[src/brr_pkg.sv]
`default_nettype none
package brr_pkg;

  // input word kinds
  localparam logic [1:0] KIND_LOAD     = 2'd0;
  localparam logic [1:0] KIND_NEAREST  = 2'd1;
  localparam logic [1:0] KIND_BILINEAR = 2'd2;

  // field widths
  localparam int KIND_W   = 2;
  localparam int COL_W    = 6;
  localparam int ROW_W    = 6;
  localparam int PIX_W    = 32;
  localparam int COORD_W  = 12;
  localparam int SIZE_W   = 13;
  localparam int REGION_W = 7;

  // store geometry
  localparam int REGION_MAX_WIDTH  = 64;
  localparam int REGION_MAX_HEIGHT = 64;
  localparam int CANVAS_MAX        = 4096;
  localparam int STORE_DEPTH       = REGION_MAX_WIDTH * REGION_MAX_HEIGHT;
  localparam int ADDR_W            = COL_W + ROW_W;

  // coordinate divider
  localparam int FRAC_W     = 16;
  localparam int NUM_W      = 2 * SIZE_W;
  localparam int DEN_W      = SIZE_W + 1;
  localparam int DIV_STEPS  = 4;
  localparam int DIV_STAGES = (NUM_W + FRAC_W + DIV_STEPS - 1) / DIV_STEPS;
  localparam int DIV_W      = DIV_STAGES * DIV_STEPS;
  localparam int INT_W      = DIV_W - FRAC_W;

  // register map
  localparam int PADDR_W = 5;
  localparam int PDATA_W = 32;
  localparam logic [2:0] REG_SRC_W  = 3'd0;
  localparam logic [2:0] REG_SRC_H  = 3'd1;
  localparam logic [2:0] REG_TGT_W  = 3'd2;
  localparam logic [2:0] REG_TGT_H  = 3'd3;
  localparam logic [2:0] REG_LEFT   = 3'd4;
  localparam logic [2:0] REG_TOP    = 3'd5;
  localparam logic [2:0] REG_RGN_W  = 3'd6;
  localparam logic [2:0] REG_RGN_H  = 3'd7;

  typedef struct packed {
    logic [KIND_W-1:0] kind;
    logic [COL_W-1:0]  col;
    logic [ROW_W-1:0]  row;
    logic [PIX_W-1:0]  pixel;
  } item_t;

  typedef struct packed {
    logic [COORD_W-1:0] lo;
    logic [COORD_W-1:0] hi;
    logic [COORD_W-1:0] near;
    logic [7:0]         w;
  } axis_t;

  function automatic logic [SIZE_W-1:0] clamp_canvas(input logic [SIZE_W-1:0] v);
    logic [SIZE_W-1:0] r;
    if (v == '0) r = SIZE_W'(1);
    else if (v > SIZE_W'(CANVAS_MAX)) r = SIZE_W'(CANVAS_MAX);
    else r = v;
    return r;
  endfunction

  function automatic logic [REGION_W-1:0] clamp_region(input logic [REGION_W-1:0] v,
                                                        input logic [REGION_W-1:0] m);
    logic [REGION_W-1:0] r;
    if (v == '0) r = REGION_W'(1);
    else if (v > m) r = m;
    else r = v;
    return r;
  endfunction

  function automatic logic [COORD_W-1:0] clamp_hi(input logic [INT_W:0] v,
                                                  input logic [COORD_W-1:0] m);
    logic [COORD_W-1:0] r;
    if (v > {{(INT_W+1-COORD_W){1'b0}}, m}) r = m;
    else r = v[COORD_W-1:0];
    return r;
  endfunction

  // Split a 28.16 quotient into taps, nearest pixel and weight; m is size-1.
  function automatic axis_t axis_taps(input logic [DIV_W-1:0] q,
                                      input logic [COORD_W-1:0] m);
    axis_t             a;
    logic [INT_W:0]    qi;
    logic [INT_W:0]    lo_raw;
    logic [INT_W:0]    hi_raw;
    logic              neg;
    qi     = {1'b0, q[DIV_W-1:FRAC_W]};
    neg    = (qi == '0) && !q[FRAC_W-1];
    lo_raw = q[FRAC_W-1] ? qi : qi - (INT_W+1)'(1);
    hi_raw = q[FRAC_W-1] ? qi + (INT_W+1)'(1) : qi;
    a.lo   = neg ? '0 : clamp_hi(lo_raw, m);
    a.hi   = clamp_hi(hi_raw, m);
    a.near = clamp_hi(qi, m);
    a.w    = {~q[FRAC_W-1], q[FRAC_W-2:FRAC_W-8]};
    return a;
  endfunction

  // (a*(256-w) + b*w) >> 8
  function automatic logic [7:0] lerp8(input logic [7:0] a, input logic [7:0] b,
                                       input logic [7:0] w);
    logic [16:0] acc;
    logic [8:0]  wc;
    wc  = 9'd256 - {1'b0, w};
    acc = {9'b0, a} * {8'b0, wc} + {9'b0, b} * {9'b0, w};
    return acc[15:8];
  endfunction

endpackage
`default_nettype wire

[src/brr_div.sv]
`default_nettype none
module brr_div (
  input  wire logic                        clk_i,
  input  wire logic                        en_i,
  input  wire logic [brr_pkg::NUM_W-1:0]   num_i,
  input  wire logic [brr_pkg::DEN_W-1:0]   den_i,
  output logic      [brr_pkg::DIV_W-1:0]   quo_o
);
  import brr_pkg::*;

  logic [DEN_W-1:0] rem_q  [DIV_STAGES];
  logic [DIV_W-1:0] work_q [DIV_STAGES];
  logic [DEN_W-1:0] den_q  [DIV_STAGES];

  // restoring division of num*2^16 by den, a few quotient bits per stage
  for (genvar g = 0; g < DIV_STAGES; g++) begin : g_stage
    logic [DEN_W-1:0] rem_in;
    logic [DIV_W-1:0] work_in;
    logic [DEN_W-1:0] den_in;
    logic [DEN_W-1:0] rem_d;
    logic [DIV_W-1:0] work_d;

    if (g == 0) begin : g_first
      assign rem_in  = '0;
      assign work_in = {{(DIV_W-NUM_W-FRAC_W){1'b0}}, num_i, {FRAC_W{1'b0}}};
      assign den_in  = den_i;
    end else begin : g_next
      assign rem_in  = rem_q[g-1];
      assign work_in = work_q[g-1];
      assign den_in  = den_q[g-1];
    end

    always_comb begin
      logic [DEN_W:0]   sh;
      logic [DEN_W-1:0] rem;
      logic [DIV_W-1:0] work;
      rem  = rem_in;
      work = work_in;
      for (int k = 0; k < DIV_STEPS; k++) begin
        sh   = {rem, work[DIV_W-1]};
        work = {work[DIV_W-2:0], 1'b0};
        if (sh >= {1'b0, den_in}) begin
          sh      = sh - {1'b0, den_in};
          work[0] = 1'b1;
        end
        rem = sh[DEN_W-1:0];
      end
      rem_d  = rem;
      work_d = work;
    end

    // advance stage
    always_ff @(posedge clk_i) begin
      if (en_i) begin
        rem_q[g]  <= rem_d;
        work_q[g] <= work_d;
        den_q[g]  <= den_in;
      end
    end
  end

  assign quo_o = work_q[DIV_STAGES-1];

endmodule
`default_nettype wire

[config.mk]
export PLATFORM = sky130hd
export DESIGN_NAME = brr_div
export DESIGN_NICKNAME = d
export VERILOG_FILES = /design/src/brr_pkg.sv /design/src/brr_div.sv
export SDC_FILE = /design/constraint.sdc
export NUM_CORES = 2
export LEC_CHECK = 0
export ABC_AREA = 1
export BUFFER_PORTS_ARGS = -buffer_cell sky130_fd_sc_hd__buf_2
export CAP_MARGIN = 5
export CORE_ASPECT_RATIO = 0.5
export CORE_UTILIZATION = 61
export DETAILED_ROUTE_END_ITERATION = 8
export GPL_TIMING_DRIVEN = 0
export PLACE_DENSITY = 0.78
export SLEW_MARGIN = 20
export SYNTH_ARGS = -nofsm -noshare
export SYNTH_HDL_FRONTEND = slang
export SYNTH_SLANG_ARGS = --single-unit
[constraint.sdc]
create_clock -name clk_i -period 9.6 [get_ports clk_i]
set_clock_uncertainty 0.2 [all_clocks]
set_input_delay 0.48 -clock clk_i [delete_from_list [all_inputs] [get_ports clk_i]]
set_output_delay 0.48 -clock clk_i [all_outputs]
set_load 0.005 [all_outputs]
* After elaboration in Yosys (flattened, before gate mapping)
Memories as Yosys holds them, arrays and structs flattened. Index checks and enable logic that the tools add are counted.
Word-level totals: bits in registers 0, RAM bits 792, input bits 42, output and inout port bits 44, logic and storage cells 181, memories 3
Memory list:
- work_q | words 11, width 44, rd ports 11, clocked after memory_dff 0, write ports 11, RTL line brr_div.sv:12 | logic [DIV_W-1:0] work_q [DIV_STAGES];
- den_q | words 11, width 14, rd ports 10, clocked after memory_dff 0, write ports 11, RTL line brr_div.sv:13 | logic [DEN_W-1:0] den_q [DIV_STAGES];
- rem_q | words 11, width 14, rd ports 10, clocked after memory_dff 0, write ports 11, RTL line brr_div.sv:11 | logic [DEN_W-1:0] rem_q [DIV_STAGES];
Operators by class: $add $sub $neg 44, $lt $le $gt $ge 44, multiplexer cells 90
Operator list (number):
- 15-bit by 14-bit greater-or-equal comparator with 1-bit output | 43
- 14-bit two-way mux | 44
- 14-bit subtractor | 43
- 1-bit two-way mux | 46
- 1-bit by 14-bit greater-or-equal comparator with 1-bit output (first input constant) | 1
- 1-bit by 14-bit subtractor with 14-bit output (first input constant) | 1

* Depth between registers and ports, before layout
An unclocked memory read counts as a cell.
depth in word-level cells 9, mapped depth 53, depth with buffers taken out 50

* Worst setup path after synthesis
No wires, ideal clock.
path type reg-to-reg, start point mem den_q[3][1] (netlist bit), end point mem rem_q[4][5] (netlist bit), data pin, setup time 0.253 ns, arrival time 6.619 ns, data required time 9.147 ns, setup slack 2.528 ns, stages on the path, launching flop included 52, buffers on the path 5, period minus slack after synthesis 7.072 ns, path through edfxtp_1 > inv_1 > ha_1 > nand3_1 > nand3_1 > nand2_1 > nand2_2 > nand2_1 > nand3_2 > buf_6 > buf_4 > nand2_1 > o21a_1 > inv_1 > ha_1 > nand2_1 > nor2_1 > nor2_1 > [... 16 more ...] > nand2_1 > inv_1 > nand3_4 > buf_4 > nand2_1 > nand2_1 > ha_1 > a21o_1 > a21o_1 > a221oi_1 > nand2_1 > nand2_1 > o211ai_1 > inv_1 > nand3_4 > buf_6 > nand2_1 > nand2_1
RTL lines (RTL line):
- from (decl) | brr_div.sv:13
- to (decl) | brr_div.sv:11

==> flow_metrics.tcl <==
set metrics [dict create \
    setup.worst_path.class "register to register" \
    fmax_ghz 0.1146 \
    hold_violations 0 \
    grt_use_met1_pct 41.03 \
    cts_tree "yes" \
    global_route.usage.met3_pct 3.043 \
    die_w_um 426.5 \
    drt_wl_total_um 142600 \
    r2r_start "den_q[0][1]$_DFFE_PP_" \
    synth_area_leader_cell "edfxtp_1" \
    core_area_um2 88730 \
    hold_path.class "primary input to register" \
    required_ns 9.92 \
    synthToLayoutAreaGrowth_pct 7.794 \
    overflow 0 \
    cp_max_fo 10 \
    synth_common_cells "nand2_1 (1965), inv_1 (806), edfxtp_1 (628)" \
    fin_hold_ws_ns 0.09608 \
    synthTopCellsByArea "edfxtp_1 (34%), ha_1 (13%), nand2_1 (13%)" \
    clock-root-buffer "clkbuf_16" \
    synthCells 6962 \
    rr_worst_depth 45 \
    dieArea_um2 91360 \
    vias 47760 \
    maxSlewHeadroom_pct 46.43 \
    period_share_pct 90.92 \
    vias_per_cell 5.697 \
    drtIter0Drc 3674 \
    startpoint_type "register" \
    utilization_pct 66.75 \
    synth_seq_cells 628 \
    clkSlewWorstSetupHoldPaths_ns 0.07 \
    slew_violations 0 \
    min_period_ns 8.728 \
    synth-async-reset-ratio_pct 0 \
    max_cap_viol_count 0 \
    grt_pass1_wl_um 229800 \
    synth_area_um2 54950 \
    met2_usage_pct 52.59 \
    synth.distinct_cells 65 \
    placed_area_um2 57050 \
    outcome "finished, final reports clean" \
    rsz0062_at_grt "no" \
    dp_hpwl_um 114100 \
    clock_path_buffers 3 \
    drive_gt1_share_pct 7.543 \
    rows 77 \
    design.final.nets 7818 \
    ff2ff_setup_slack_ns 0.87 \
    drc 0 \
    port_buffers 85 \
    clk_latency_ns 0.65 \
    avgRoutedWirePerCell_um 17.01 \
    avgSynthCellArea_um2 7.893 \
    grt.busiest_layer "met2" \
    grt_usage_pct 30.88 \
    synth.most_common_cell "nand2_1" \
    n_antenna_cell 0 \
    synth_edf_count 628 \
    yosys_warnings 0 \
    final_area_um2 59230 \
    ant_nets 0 \
    hold_end "rem_q[0][0]$_DFFE_PP_" \
    hp-start "num_i[24]" \
    critical-path-max-stage-delay_ns 0.53 \
    start_util_pct 61.93 \
    ctsHtreeMaxLevel 2 \
    synthFlopType "edfxtp_1" \
    first_pass_iters 6 \
    r2r_end "rem_q[1][12]$_DFFE_PP_" \
    synth_top_area_share_pct 34.32 \
    die_height_um 214.2 \
    antenna_found_initial 0 \
    cts.sinks 628 \
    synth_seq_area_share_pct 34.32 \
    min_path_cells 3 \
    grt_start_max_net_pins 108 \
    cts-buffers-inserted 56 \
    arrival_ns 9.05 \
    gp_congestion 0.9966 \
    cp_slowest_cell "edfxtp_1" \
    finalSetupViolCount 0 \
    worst_pin_slew_ns 0.8035 \
    first_global_vias 45450 \
    worst_path_most_repeated_cell "nand2_1" \
    end_kind "register" \
    ios 86 \
]
==> worst max path at each step <==
stage | from | to | slack, ns | depth (start not counted)
2_1_floorplan | den_q[3][1]$_DFFE_PP_ | rem_q[4][5]$_DFFE_PP_ | 2.53 | 51
3_3_place_gp | en_i | rem_q[9][12]$_DFFE_PP_ | -1.23 | 1
3_5_place_dp | den_q[2][1]$_DFFE_PP_ | rem_q[3][6]$_DFFE_PP_ | 0.85 | 49
4_1_cts | den_q[2][1]$_DFFE_PP_ | rem_q[3][6]$_DFFE_PP_ | 0.82 | 49
5_1_grt | den_q[2][2]$_DFFE_PP_ | rem_q[3][9]$_DFFE_PP_ | 0.01 | 49
6_report | den_q[0][1]$_DFFE_PP_ | rem_q[1][12]$_DFFE_PP_ | 0.87 | 45
==> final cells by class <==
cell class	instances	area [um2]
sequential	628	18860
timing repair buffer	130	988.4
inverter	845	3187
tap	1185	1483
clock buffer	62	1445
clock inverter	40	347.8
multi-input combinational	5393	32160
fill	7494	29500
buffer	101	763.2
==> cell usage in the layout, fill, tap and decap left out, drive strengths merged, types with 3 or more instances in the layout <==
cell type	synthesis	routed
ha	591	591
inv	844	853
xnor2	165	165
buf	97	189
clkinv	1	24
o21a	30	30
or2	43	43
xor2	271	271
fa	30	30
a21boi	18	18
o31ai	4	4
clkinvlp	0	5
dlygate4sd3	0	38
o221ai	7	7
edfxtp	628	628
o21ai	369	369
nor4	8	8
bufinv	0	3
a31oi	20	20
nor3	73	73
nor3b	4	4
and2	10	10
nand4	82	82
nand3	562	562
o21bai	51	51
clkbuf	4	66
nor2	410	410
conb	1	6
o2111ai	9	9
nand3b	14	14
a21oi	519	519
a21o	21	21
o311ai	6	6
o211ai	16	16
a211oi	20	20
nand2	2020	2020
==> layer usage <==
metal | up-vias | part of all wire, % | wire (um)
li1 | 23950 | - | -
met1 | 22050 | 44 | 63400
met2 | 1463 | 47 | 67200
met3 | 308 | 5.1 | 7228
met4 | 0 | 3.4 | 4798
met5 | - | 0 | 0
==> per-stage QoR <==
stage,setup TNS [ns],cells,setup WS (ns)
2_1_floorplan,0,6967,2.528
3_3_place_gp,-690.31,8237,-1.227
3_5_place_dp,0,8243,0.8528
4_1_cts,0,8383,0.8201
5_1_grt,0,8384,0.01220
6_report,0,8384,0.8721
==> worst max-delay path: cells and delay by family, from the launching register on <==
family	cells	cell delay (ns)
compound gates	8	2.35
flops	1	0.53
buf+inv	9	1.28
simple gates	24	2.84
fa+ha+maj	4	1.39
==> flip-flops by register name (all words and copies together), names as in the netlist <==
signal / flops
work_q: 348
rem_q: 140
den_q: 140
==> kinds of logic (layout without fill, tap and decap cells) <==
group           after synthesis  count (layout)  synth area share [%]
fa+ha+maj                   621             621                 14.55
buf+inv                     946            1178                 7.189
flops                       628             628                 34.32
xor+xnor                    436             436                 6.949
simple gates               3231            3231                 25.73
compound gates             1099            1099                 11.26
other cells                   1               6              0.006825
==> timing repair <==
item | 4_1_cts | 5_1_grt
gates resized for setup | 0 | 3
hold buffers | 38 | 0
buffers inserted | 0 | 1
endpoints found under the hold margin | 38 | 0
setup endpoints to repair | 0 | 13
Power is left out: the tool's default activity adds up to more than one toggle a clock period on the data nets, which glitch-free logic cannot reach.
